$ cat src/rtl/core/rlbs_pkg.sv
// ----------------------------------------------------------------------------
// rlbs_pkg
// Shared types and constants for the rightmost-at-most binary search unit.
// ----------------------------------------------------------------------------
package rlbs_pkg;

  localparam int DEPTH_DEF  = 1024;
  localparam int ELEM_W     = 32;
  localparam int POS_W      = 10;
  localparam int ACT_W      = 2;
  localparam int QDEPTH_DEF = 2;

  localparam logic [ACT_W-1:0] ACT_CLEAR  = 2'd0;
  localparam logic [ACT_W-1:0] ACT_APPEND = 2'd1;
  localparam logic [ACT_W-1:0] ACT_SEARCH = 2'd2;
  localparam logic [ACT_W-1:0] ACT_RSVD   = 2'd3;

  typedef struct packed {
    logic [ACT_W-1:0]         action;
    logic signed [ELEM_W-1:0] element;
    logic signed [ELEM_W-1:0] target;
  } in_item_t;

  typedef struct packed {
    logic             found;
    logic [POS_W-1:0] position;
  } out_item_t;

  // Classified command handed from the front to the back.
  typedef struct packed {
    logic [ACT_W-1:0]         op;
    logic signed [ELEM_W-1:0] data;
  } cmd_t;

  // Queue head as seen by the back.
  typedef struct packed {
    logic valid;
    cmd_t cmd;
  } q_head_t;

endpackage

$ cat src/rtl/core/rlbs_queue.sv
// ----------------------------------------------------------------------------
// rlbs_queue
// Small command queue between the front and the back.
// ----------------------------------------------------------------------------
module rlbs_queue
  import rlbs_pkg::*;
#(
  parameter int QDEPTH = QDEPTH_DEF
) (
  input  logic    clk,
  input  logic    rst_n,
  input  logic    push,
  input  cmd_t    push_cmd,
  output logic    full,
  input  logic    pop,
  output q_head_t head
);

  localparam int QAW = (QDEPTH > 1) ? $clog2(QDEPTH) : 1;
  localparam int QCW = $clog2(QDEPTH + 1);

  cmd_t           slot_r [QDEPTH];
  logic [QAW-1:0] wr_ptr_r;
  logic [QAW-1:0] rd_ptr_r;
  logic [QCW-1:0] cnt_r;
  logic           do_push;
  logic           do_pop;

  assign full      = (cnt_r == QCW'(QDEPTH));
  assign head.valid = (cnt_r != '0);
  assign head.cmd   = slot_r[rd_ptr_r];
  assign do_push   = push && !full;
  assign do_pop    = pop && head.valid;

  always_ff @(posedge clk) begin
    if (!rst_n) begin
      wr_ptr_r <= '0;
      rd_ptr_r <= '0;
      cnt_r    <= '0;
    end else begin
      if (do_push) begin
        wr_ptr_r <= (wr_ptr_r == QAW'(QDEPTH - 1)) ? '0 : wr_ptr_r + QAW'(1);
      end
      if (do_pop) begin
        rd_ptr_r <= (rd_ptr_r == QAW'(QDEPTH - 1)) ? '0 : rd_ptr_r + QAW'(1);
      end
      if (do_push && !do_pop) begin
        cnt_r <= cnt_r + QCW'(1);
      end else if (do_pop && !do_push) begin
        cnt_r <= cnt_r - QCW'(1);
      end
    end
  end

  always_ff @(posedge clk) begin
    if (do_push) begin
      slot_r[wr_ptr_r] <= push_cmd;
    end
  end

endmodule

$ cat config.mk
export PLATFORM = sky130hd
export DESIGN_NAME = rlbs_queue
export DESIGN_NICKNAME = d
export VERILOG_FILES = /design/src/rtl/core/rlbs_pkg.sv /design/src/rtl/core/rlbs_queue.sv
export SDC_FILE = /design/constraint.sdc
export NUM_CORES = 1
export LEC_CHECK = 0
export BUFFER_PORTS_ARGS = -buffer_cell sky130_fd_sc_hd__buf_4
export CORE_MARGIN = 3
export CORE_UTILIZATION = 46
export CTS_CLUSTER_DIAMETER = 60
export DETAILED_ROUTE_END_ITERATION = 7
export PLACE_DENSITY = 0.75
export SLEW_MARGIN = 20
export SYNTH_ARGS = -nofsm -noshare
export SYNTH_HDL_FRONTEND = slang
export SYNTH_SLANG_ARGS = --single-unit
$ cat constraint.sdc
create_clock -name clk -period 2.9 [get_ports clk]
set_clock_uncertainty 0.1 [all_clocks]
set_input_delay 0.87 -clock clk [delete_from_list [all_inputs] [get_ports clk]]
set_output_delay 0.87 -clock clk [all_outputs]
set_load 0.005 [all_outputs]
# Yosys cells after proc, flatten, opt, wreduce, memory -nomap -nowiden
# Memories as Yosys holds them, arrays and structs flattened. A register that Yosys moved wholly into a read port is not among the register bits.
# Cells that the tools add are included.
# classes
n_mux	8
add_sub_neg	4
n_reduce_logical	9
n_eq_ne	1
# op_table
op	n
$mux 1	6
$logic_and 1x1->1	4
$mux 2	2
$reduce_bool 2->1	2
$logic_not 1->1	3
$add 1x1->1 const B	2
$add 2x1->2 const B	1
$eq 2x2->1 const B	1
$sub 2x1->2 const B	1
# word_totals
n_memories	1
output_inout_bits	36
ff_bits	4
mem_bits_rw	68
elab_cells	26
inputBits	38
# memory_table
memory	depth	word_bits	read_ports	rd_ports_with_merged_regs	write_ports	line	rtl
slot_r	2	34	1	1	1	rlbs_queue.sv:22	cmd_t slot_r [QDEPTH];

# Longest topological paths before layout
# depth
word_depth	7
depth_mapped	7
mapped_depth_nobuf	7

# Worst setup path before layout
# OpenSTA, ideal clock, no wires.
# synth_path
path_kind	input to register
startpoint	in push
endpoint	mem slot_r[0][0] in the netlist's numbering (enable)
path_buffers	0
setup_ns	0.421
t_required_ns	2.379
arrival_ns	2.321
slack_ns	0.058
cell_stages	2
path_cell_list	inv_1 > nor3_2
# synth_between
elab_chain_len	3
# synth_lines
element	line	rtl
start: declaration	rlbs_queue.sv:12	input logic push,
$logic_and 1x1->1	rlbs_queue.sv:32	assign do_push = push && !full;
$mux 1	rlbs_queue.sv:56	if (do_push) begin
$mux 1 (not written as such)	rlbs_queue.sv:57	slot_r[wr_ptr_r] <= push_cmd;
end: declaration	rlbs_queue.sv:22	
# Every way passes these cells.

==> impl_results.md <==
* Setup TNS at 0 ps
* Flop pwr share at 48.8%
* Critical Path Start Type: register
* Starting Density at 48.2%
* DR WL/cell at 15.6 um
* Netlist cell types at 22
* Worst rel slew slack at 69.0%
* Worst-Skew Late Latency at 320 ps
* Row Count at 27
* Core area at 0.00557 sq mm
* Post-route ant nets at 0
* Switch share at 25.4%
* Total GRT Usage at 14.1%
* Comb pwr share at 28.6%
* Worst vdd ir at 0.502 mV
* Crit Path Class: register to output pin
* Via count at 1405
* Crit-path slowest cell: mux2_2
* Synthesis-to-layout area growth at 30.4%
* Vias per inst at 4.80
* Post_cts resized at 0
* Critical path peak fanout at 17
* Worst-margin pin slew at 465 ps
* Port bufs at 73
* Pin count of the biggest net entering global routing at 35
* Grt ovf at 0
* Post-synthesis register bit count at 73
* Seq/Total Area, Yosys at 79.7%
* Achievable Freq at 419 MHz
* Hold Slack at 448 ps
* First-pass DRT Iterations at 3
* I/O pins at 74
* Run status: completed
* Fin crit share at 82.3%
* Top cell by count, worst path: buf_4
* CTS sink count at 73
* Post-Route WL at 4560 um
* Number of global-route vias before repair at 1470
* Pwr dens at 801 mW/mm^2
* Final setup violation count at 0
* Clock power share at 22.6%
* WP data arrival at 1420 ps
* Die Y at 82.5 um
* Worst endpoint required time at 1930 ps
* Synthesized area per cell at 20.5 sq um
* Initial antenna violation count at 0
* Total of max-cap violations at 0
* Share of post-route cells with drive strength above 1 at 58.4%
* Root Buffer: clkbuf_8
* Placed inst area at 0.00334 sq mm
* Lkg Pwr at 0.00133 uW
* GP Congestion at 0.686
* First-pass GRT wire length at 6890 um
* CTS clk-pin slew, worst paths at 70 ps
* Type of the worst min-delay path: register to register
* Clk buf depth at 2
* Synth Cell Area at 0.00269 sq mm
* DRT iter0 DRCs at 63
* Slew Limit Fails at 0
* RSZ-0062 raised after global routing: false
* Final Core Density at 62.9%
* DRC viols at 0
* Die width at 82.5 um
* Commonest non-fill, non-tap cell in the layout: buf_4
* DIE AREA at 0.00680 sq mm
* Ys Warns at 0
* Most frequent cells in the layout: 78 x buf_4, 68 x edfxtp_1, 34 x mux2_2, 9 x clkbuf_8, 5 x dfxtp_1
* TritonCTS buffer count at 9
* Post-layout min period at 2390 ps
* Fin area at 0.00351 sq mm
* Setup repair bufs after CTS at 0
* Final Hold Fails at 0
* Post-Synthesis Net Count at 170
* Nets at 255
* Pint at 2090 uW
* Critical path capture point type: output pin
* CTS tree: built
* Syn Inst Count at 131
* Net switching power at 714 uW
* Crit-path max cell delay at 370 ps
* Post-DP HPWL at 3130 um
* Antenna cells at 0
* CP cell instances: buf_4, mux2_2, buf_4
* Cts hold-fix bufs at 0
* H-tree Lvls at 3
==> cell usage after synthesis, drive strengths merged <==
| cell type | count | area share, % |
|---|---|---|
| or3 | 1 | 0.23 |
| and2 | 3 | 0.70 |
| o21ai | 2 | 0.37 |
| nor3 | 1 | 0.37 |
| or2 | 1 | 0.23 |
| and3 | 1 | 0.23 |
| ha | 1 | 0.47 |
| o21a | 1 | 0.28 |
| dfxtp | 5 | 3.7 |
| xor2 | 1 | 0.33 |
| mux2 | 34 | 14 |
| nor2 | 1 | 0.14 |
| xnor2 | 2 | 0.65 |
| buf | 4 | 1.0 |
| nand2b | 1 | 0.23 |
| edfxtp | 68 | 76 |
| a21boi | 2 | 0.56 |
| inv | 2 | 0.28 |
==> sequential cells by signal, indices dropped and copies added (netlist names), named ones only <==
signal,cells
cnt_r,2
wr_ptr_r,1
rd_ptr_r,1
slot_r,68
==> worst paths after layout <==
| path | slack [ps] | endpoint | cells after the start | startpoint |
|---|---|---|---|---|
| min | 450 | cnt_r[1]$_SDFFE_PN0P_ | 2 | cnt_r[1]$_SDFFE_PN0P_ |
| max | 510 | head[30] | 3 | register |
| max reg2reg | 1240 | cnt_r[1]$_SDFFE_PN0P_ | 6 | cnt_r[0]$_SDFFE_PN0P_ |
| min reg2reg | 450 | cnt_r[1]$_SDFFE_PN0P_ | 2 | cnt_r[1]$_SDFFE_PN0P_ |
==> worst max-delay path: cells and delay by family (launching register included) <==
| family | cells | cell delay, ps |
|---|---|---|
| flip-flops | 1 | 330 |
| multiplexers | 1 | 370 |
| buffers and inverters | 2 | 400 |
==> layout make-up <==
class                   instances  area [sq um]
repair buffers                 78           586
well taps                      72          90.1
inverters                       2          7.51
clock buffers                  10           128
fillers                       441          2070
clock inverters                 6          35.0
multi-input cells              52           518
flip-flops and latches         73          2140
==> power groups by stage <==
| stage | clock (uW) | sequential [uW] | combinational (uW) |
|---|---|---|---|
| after floorplan | 0 | 1380 | 435 |
| after CTS | 664 | 1370 | 822 |
| after detailed placement | 0 | 1400 | 818 |
| final | 635 | 1370 | 802 |
| after global placement | 0 | 1390 | 806 |
| after global routing | 712 | 1390 | 874 |
==> routing by layer <==
| layer | vias to the layer above | wire length, um | track usage [%] |
|---|---|---|---|
| met5 | - | 0 | 0 |
| met4 | 0 | 47 | 6.98 |
| met3 | 2 | 173 | 3.47 |
| met2 | 30 | 2670 | 26.0 |
| met1 | 696 | 1670 | 14.7 |
| li1 | 677 | - | - |
==> through the flow <==
step / std cells / power [uW] / setup slack [ps]
finish: 293 / 2810 / 514
global route: 293 / 2970 / 436
CTS: 293 / 2860 / 482
detailed placement: 277 / 2210 / 758
global placement: 277 / 2190 / 807
floorplan: 131 / 1820 / 58.0
==> cell families after synthesis <==
family	Yosys count	synth area share, %
flops	73	79.7
fa+ha+maj	1	0.465
xor+xnor	3	0.977
buf+inv	6	1.30
mux	34	14.2
simple gates	9	2.14
compound gates	5	1.21
No activity file was read; power rests on OpenSTA's default activity.
