**config.mk**
```make
export PLATFORM = sky130hd
export DESIGN_NAME = rlbs_front
export DESIGN_NICKNAME = d
export VERILOG_FILES = /design/src/rtl/core/rlbs_pkg.sv /design/src/rtl/core/rlbs_front.sv
export SDC_FILE = /design/constraint.sdc
export NUM_CORES = 1
export LEC_CHECK = 0
export ABC_AREA = 1
export ABC_CLOCK_PERIOD_IN_PS = 1100
export BUFFER_PORTS_ARGS = -buffer_cell sky130_fd_sc_hd__buf_2
export CORE_MARGIN = 5
export CORE_UTILIZATION = 35
export DETAILED_ROUTE_END_ITERATION = 8
export PLACE_DENSITY_LB_ADDON = 0.25
export SLEW_MARGIN = 25
export SYNTH_ARGS = -nofsm -noshare
export SYNTH_HDL_FRONTEND = slang
export SYNTH_SLANG_ARGS = --single-unit
```
**constraint.sdc**
```tcl
create_clock -name vclk -period 1.1
set_input_delay 0 -clock vclk [all_inputs]
set_output_delay 0 -clock vclk [all_outputs]
set_load 0.01 [all_outputs]
```
**src/rtl/core/rlbs_pkg.sv**
```systemverilog
// ----------------------------------------------------------------------------
// rlbs_pkg
// Shared types and constants for the rightmost-at-most binary search unit.
// ----------------------------------------------------------------------------
package rlbs_pkg;

  localparam int DEPTH_DEF  = 1024;
  localparam int ELEM_W     = 32;
  localparam int POS_W      = 10;
  localparam int ACT_W      = 2;
  localparam int QDEPTH_DEF = 2;

  localparam logic [ACT_W-1:0] ACT_CLEAR  = 2'd0;
  localparam logic [ACT_W-1:0] ACT_APPEND = 2'd1;
  localparam logic [ACT_W-1:0] ACT_SEARCH = 2'd2;
  localparam logic [ACT_W-1:0] ACT_RSVD   = 2'd3;

  typedef struct packed {
    logic [ACT_W-1:0]         action;
    logic signed [ELEM_W-1:0] element;
    logic signed [ELEM_W-1:0] target;
  } in_item_t;

  typedef struct packed {
    logic             found;
    logic [POS_W-1:0] position;
  } out_item_t;

  // Classified command handed from the front to the back.
  typedef struct packed {
    logic [ACT_W-1:0]         op;
    logic signed [ELEM_W-1:0] data;
  } cmd_t;

  // Queue head as seen by the back.
  typedef struct packed {
    logic valid;
    cmd_t cmd;
  } q_head_t;

endpackage

```
**src/rtl/core/rlbs_front.sv**
```systemverilog
// ----------------------------------------------------------------------------
// rlbs_front
// Input side: takes items, drops reserved actions and packs the operand
// that the action needs into one command word for the queue.
// ----------------------------------------------------------------------------
module rlbs_front
  import rlbs_pkg::*;
(
  input  logic     in_valid,
  output logic     in_stall,
  input  in_item_t in_data,
  input  logic     q_full,
  output logic     q_push,
  output cmd_t     q_cmd
);

  logic keep;

  always_comb begin
    keep       = 1'b1;
    q_cmd.op   = in_data.action;
    q_cmd.data = in_data.target;
    unique case (in_data.action)
      ACT_CLEAR:  q_cmd.data = '0;
      ACT_APPEND: q_cmd.data = in_data.element;
      ACT_SEARCH: q_cmd.data = in_data.target;
      default:    keep       = 1'b0;  // drop reserved action
    endcase
  end

  assign in_stall = q_full;
  assign q_push   = in_valid && !q_full && keep;

endmodule

```
# Yosys cells after proc, flatten, opt, wreduce, memory -nomap -nowiden
# Index checks and enable logic that the tools add are counted.
# W data, S select, Z words.
# totals
regBits	0
output_inout_bits	36
word_cells	9
# op_classes
n_eq_ne	2
n_mux	2
reduce_logical	5
# ops
cell	count
$pmux W32 S2	1
$reduce_or A3 Y1	1
$eq A2 B1 Y1 const B	1
$eq A2 B2 Y1 const B	1
$logic_and A1 B1 Y1	2
$logic_not A2 Y1	1
$logic_not A1 Y1	1
$mux W1	1

# Longest topological paths before layout
# Gate-level depths: netlist of the first run.
# logic_depth
word_depth	4
ltp_mapped	5

# Worst setup path after synthesis of the first run
# Ideal clock, no wire load.
# synth_timing
path_type	in2out
from	input in_data[65] in the netlist's numbering
to	output q_cmd[0] in the netlist's numbering
arrival_ps	457
path_slack_ps	643
stages	5
path_cell_list	buf_6 -> inv_8 -> buf_12 -> nand3_2 -> nand2_1
# synth_rtl
element	line_no	source
from (decl)	rlbs_front.sv:11	input in_item_t in_data,
to (decl)	rlbs_front.sv:14	output cmd_t q_cmd

==> flow_metrics.tcl, run 1 <==
set metrics [dict create \
    status "finished clean" \
    critical_path_required_ns 1.10 \
    synth.area.mux_share_pct 0 \
    initial_core_util_pct 37.2 \
    yosys.cell_count.top_type "nand2_1" \
    synth_compound_gate_area_share_pct 0 \
    finalPower_w 0.000458 \
    die_h_um 56.2 \
    grt_pass1_vias 999 \
    hold_class "input port to primary output" \
    postCtsSetupBuffers 0 \
    synth_common_cells "nand2_1, nand3_2, buf_4" \
    hold_viol 0 \
    ctsResizeCount 0 \
    ios 104 \
    track_usage_pct 15.5 \
    synthAdderAreaFrac_pct 0 \
    drive_above_1_share_pct 66.2 \
    p_sw_share_pct 53.4 \
    tns_ns 0 \
    fmax_ghz 1.39 \
    crit_type "input port to primary output" \
    worstSetupEndpointType "primary output" \
    hold_depth 2 \
    place_congestion 0.817 \
    grt_pass1_wl_um 4290 \
    p_per_area_mw_per_mm2 393 \
    regArea_um2 0 \
    vias 1044 \
    synth_top_family_by_area "simple AND/OR/NAND/NOR gates" \
    overflow 0 \
    whs_ns 0.205 \
    cts_hold_buffers 0 \
    die-area_mm2 0.00315 \
    worstPathMaxFanout 20 \
    wirelength_um 2670 \
    first_iter_violations 31 \
    synth.distinct_cells 10 \
    die_x_um 56.2 \
    avgViaCountPerCell 4.41 \
    max-cap-violations 0 \
    period_share_pct 65.3 \
    nFlopsAndLatches 0 \
    yosys.area.top_type_share_pct 40.3 \
    rsz0062_at_grt "no" \
    multiInputGateArea_um2 562 \
    drt_pass1_iterations 3 \
    syn_area_um2 746 \
    clock_power_share_pct 0 \
    power_leakage_nw 0.772 \
    slew_headroom_pct 80.1 \
    port_buffers 104 \
    syn_to_final_growth_pct 56.2 \
    core.rowCount 16 \
    syn-num-nets 184 \
    arrival_ns 0.72 \
    worstMarginPinSlew_ns 0.298 \
    synth_top_area_cell "nand3_2" \
    p_sw_w 0.000244 \
    dp_hpwl_um 2310 \
    synth_area_leaders "nand3_2, nand2_1, buf_12" \
    syn_inst 116 \
    finalSetupViolCount 0 \
    intPower_w 0.000213 \
    yosysSeqAreaShare_pct 0 \
    synthSimpleGateAreaFrac_pct 75.3 \
    nNetsFinal 280 \
    wire_per_inst_um 11.2 \
    avgSynthCellArea_um2 6.43 \
    antenna_found_initial 0 \
    core_mm2 0.00200 \
    antennaDiodeCount 0 \
    finalMaxSlewViolations 0 \
    pwr-share-seq_pct 0 \
    synth_xor_xnor_area_share_pct 0 \
    drc_errors 0 \
    crit_path_start_kind "input port" \
    combPwrFrac_pct 100.0 \
    clockBufferCount 0 \
    period_minus_slack_ns 0.718 \
    ys.warnings.count 0 \
    fill_cells 210 \
    antenna_left 0 \
    grt_max_degree 33 \
    ir_drop_mv 0.227 \
]
==> final cells by class <==
| class | count | area share (%) |
|---|---|---|
| timing repair buffer | 108 | 47.3 |
| multi-input combinational | 99 | 48.2 |
| inverter | 3 | 1.61 |
| tap | 27 | 2.90 |
==> worst max-delay path, cell delays in order <==
cell	delay (ns)
buf_2	0.09
buf_4	0.29
nand3_2	0.12
nand2_1	0.08
buf_2	0.13
==> layout by cell type (no fill, tap or decap), drive strengths merged <==
master,instances
buf,108
nand2,66
nand3,32
inv,3
nor2,1
==> layer usage <==
layer  track usage [%]  vias to the layer above  wire [um]
met4                 0                        0          0
met1              17.0                      436        926
met2              30.7                       56       1400
met5                 0                        -          0
li1                  -                      552          -
met3              4.41                        0        339
==> cell families (layout without fill, tap and decap cells) <==
group,after synthesis,count (layout)
buffers and inverters,17,111
and+or+nand+nor,99,99
==> per-stage QoR <==
stage          std cells  util (%)  cell area [um2]  setup WS, ns
6_report             237      58.2             1160         0.382
5_1_grt              237      58.2             1160         0.317
4_1_cts              237      58.2             1160         0.372
3_5_place_dp         237      58.2             1160         0.373
3_3_place_gp         237      58.2             1160         0.431
2_1_floorplan        116         -              746         0.643
==> power by group through the flow <==
stage	Clock, W	Sequential [W]	Combinational, W
floorplan	0	0	0.000271
global placement	0	0	0.000452
detailed placement	0	0	0.000462
CTS	0	0	0.000464
global route	0	0	0.000505
finish	0	0	0.000458
==> path summary, 6_finish.rpt <==
check	startpoint	slack (ns)	to
max	in_data[64]	0.38	q_cmd[0]
min	q_full	0.21	in_stall
(Power assumes the default switching activity.)
==> run 2: changes to the inputs <==
- ABC_CLOCK_PERIOD_IN_PS: 1100 -> 800
- CORE_UTILIZATION: 35 -> 32
- clock period: 1.1 -> 0.8 ns (I/O delays scaled with it)
==> run 2 against run 1 <==
Critical path depth stayed put. Combinational power up 38%. Utilization decreased by 4.7 points. Sequential share of layout area did not move. Routed wire length fell by 9.3%. Cell count stayed put.
==> flow_metrics.tcl, run 2 (synthesized netlist as in run 1, its figures left out) <==
set metrics [dict create \
    hold_viol 0 \
    wirelength_um 2420 \
    fin_area_mm2 0.00118 \
    period_share_pct 82.2 \
    finalSetupViolCount 0 \
    overflow 0 \
    worstMarginPinSlew_ns 0.249 \
    hold_class "input port to primary output" \
    avgViaCountPerCell 4.19 \
    critical_path_required_ns 0.80 \
    combPwrFrac_pct 100.0 \
    layout_commonest_cell "buf_2" \
    drive_above_1_share_pct 66.0 \
    core_mm2 0.00221 \
    vias 993 \
    initial_core_util_pct 33.7 \
    grt_pass1_vias 919 \
    clockBufferCount 0 \
    antenna_found_initial 0 \
    crit_type "input port to primary output" \
    port_buffers 104 \
    dpl_worst_slack_ns 0.137 \
    worstSetupEndpointType "primary output" \
    regArea_um2 0 \
    antenna_left 0 \
    rsz0062_at_grt "no" \
    intPower_w 0.000304 \
    p_sw_w 0.000330 \
    crit_path_start_kind "input port" \
    wire_per_inst_um 10.2 \
    cts_hold_buffers 0 \
    ctsResizeCount 0 \
    track_usage_pct 12.5 \
    hold_depth 2 \
    most-common-layout-cells "buf_2, nand2_1, nand3_2" \
    pwr-share-seq_pct 0 \
    dp_hpwl_um 1990 \
    antennaDiodeCount 0 \
    die-area_mm2 0.00340 \
    final.setup.worst_slack_ns 0.143 \
    tns_ns 0 \
    whs_endpoint "in_stall" \
    status "finished clean" \
    ir_drop_mv 0.388 \
    whs_ns 0.199 \
    nNetsFinal 279 \
    die_x_um 58.3 \
    postCtsSetupBuffers 0 \
    period_minus_slack_ns 0.657 \
    place_congestion 0.671 \
    holdCritStartpoint "q_full" \
    p_sw_share_pct 52.1 \
    drc_errors 0 \
    fmax_ghz 1.52 \
    ios 104 \
    worstPathMaxFanout 32 \
    drt_pass1_iterations 4 \
    clock_power_share_pct 0 \
    max-cap-violations 0 \
    power_leakage_nw 0.777 \
    slew_headroom_pct 83.4 \
    die_h_um 58.3 \
    finalMaxSlewViolations 0 \
    dpl_cell_area_mm2 0.00118 \
    syn_to_final_growth_pct 58.7 \
    nFlopsAndLatches 0 \
    p_per_area_mw_per_mm2 535 \
    grt_max_degree 35 \
    arrival_ns 0.66 \
    first_iter_violations 40 \
    fill_cells 234 \
    grt_pass1_wl_um 3620 \
    multiInputGateArea_um2 562 \
    core.rowCount 17 \
]
[run 2: stage by stage]
step	instances	total power (W)	utilization, %
floorplan	116	0.000373	-
global placement	237	0.000638	53.5
detailed placement	237	0.000641	53.5
CTS	237	0.000643	53.5
global route	237	0.000706	53.5
finish	237	0.000633	53.5
[run 2: power by group through the flow]
stage                     sequential (W)  combinational (W)  clock [W]
after floorplan                        0           0.000373          0
after global placement                 0           0.000638          0
after detailed placement               0           0.000641          0
after CTS                              0           0.000643          0
after global routing                   0           0.000706          0
final                                  0           0.000633          0
[run 2: area by class of cell]
type                            instances  share of cell area, %
Timing Repair Buffer                  107                   48.0
Multi-Input combinational cell         99                   47.5
Tap cell                               28                   2.96
Inverter                                3                   1.59
[run 2: critical path, cell delays in order]
cell	delay [ns]
buf_2	0.15
inv_8	0.21
nand3_1	0.10
nand2_1	0.07
buf_2	0.12
[run 2: layer usage]
metal	GRT usage (%)	share of wire, %	routed length, um	vias up
met5	0	0	0	-
met4	0	0	0	0
met3	2.90	12	300	0
met2	25.2	51	1230	51
met1	13.8	36	882	392
li1	-	-	-	550
[run 2: worst max path at each step]
stage / startpoint / to / slack (ns) / depth (start not counted)
after floorplan: in_data[65] / q_cmd[0] / 0.34 / 5
after global placement: in_data[65] / q_cmd[30] / 0.15 / 5
after detailed placement: in_data[65] / q_cmd[30] / 0.14 / 5
after CTS: in_data[65] / q_cmd[30] / 0.13 / 5
after global routing: in_data[65] / q_cmd[30] / 0.07 / 5
final: in_data[65] / q_cmd[30] / 0.14 / 5
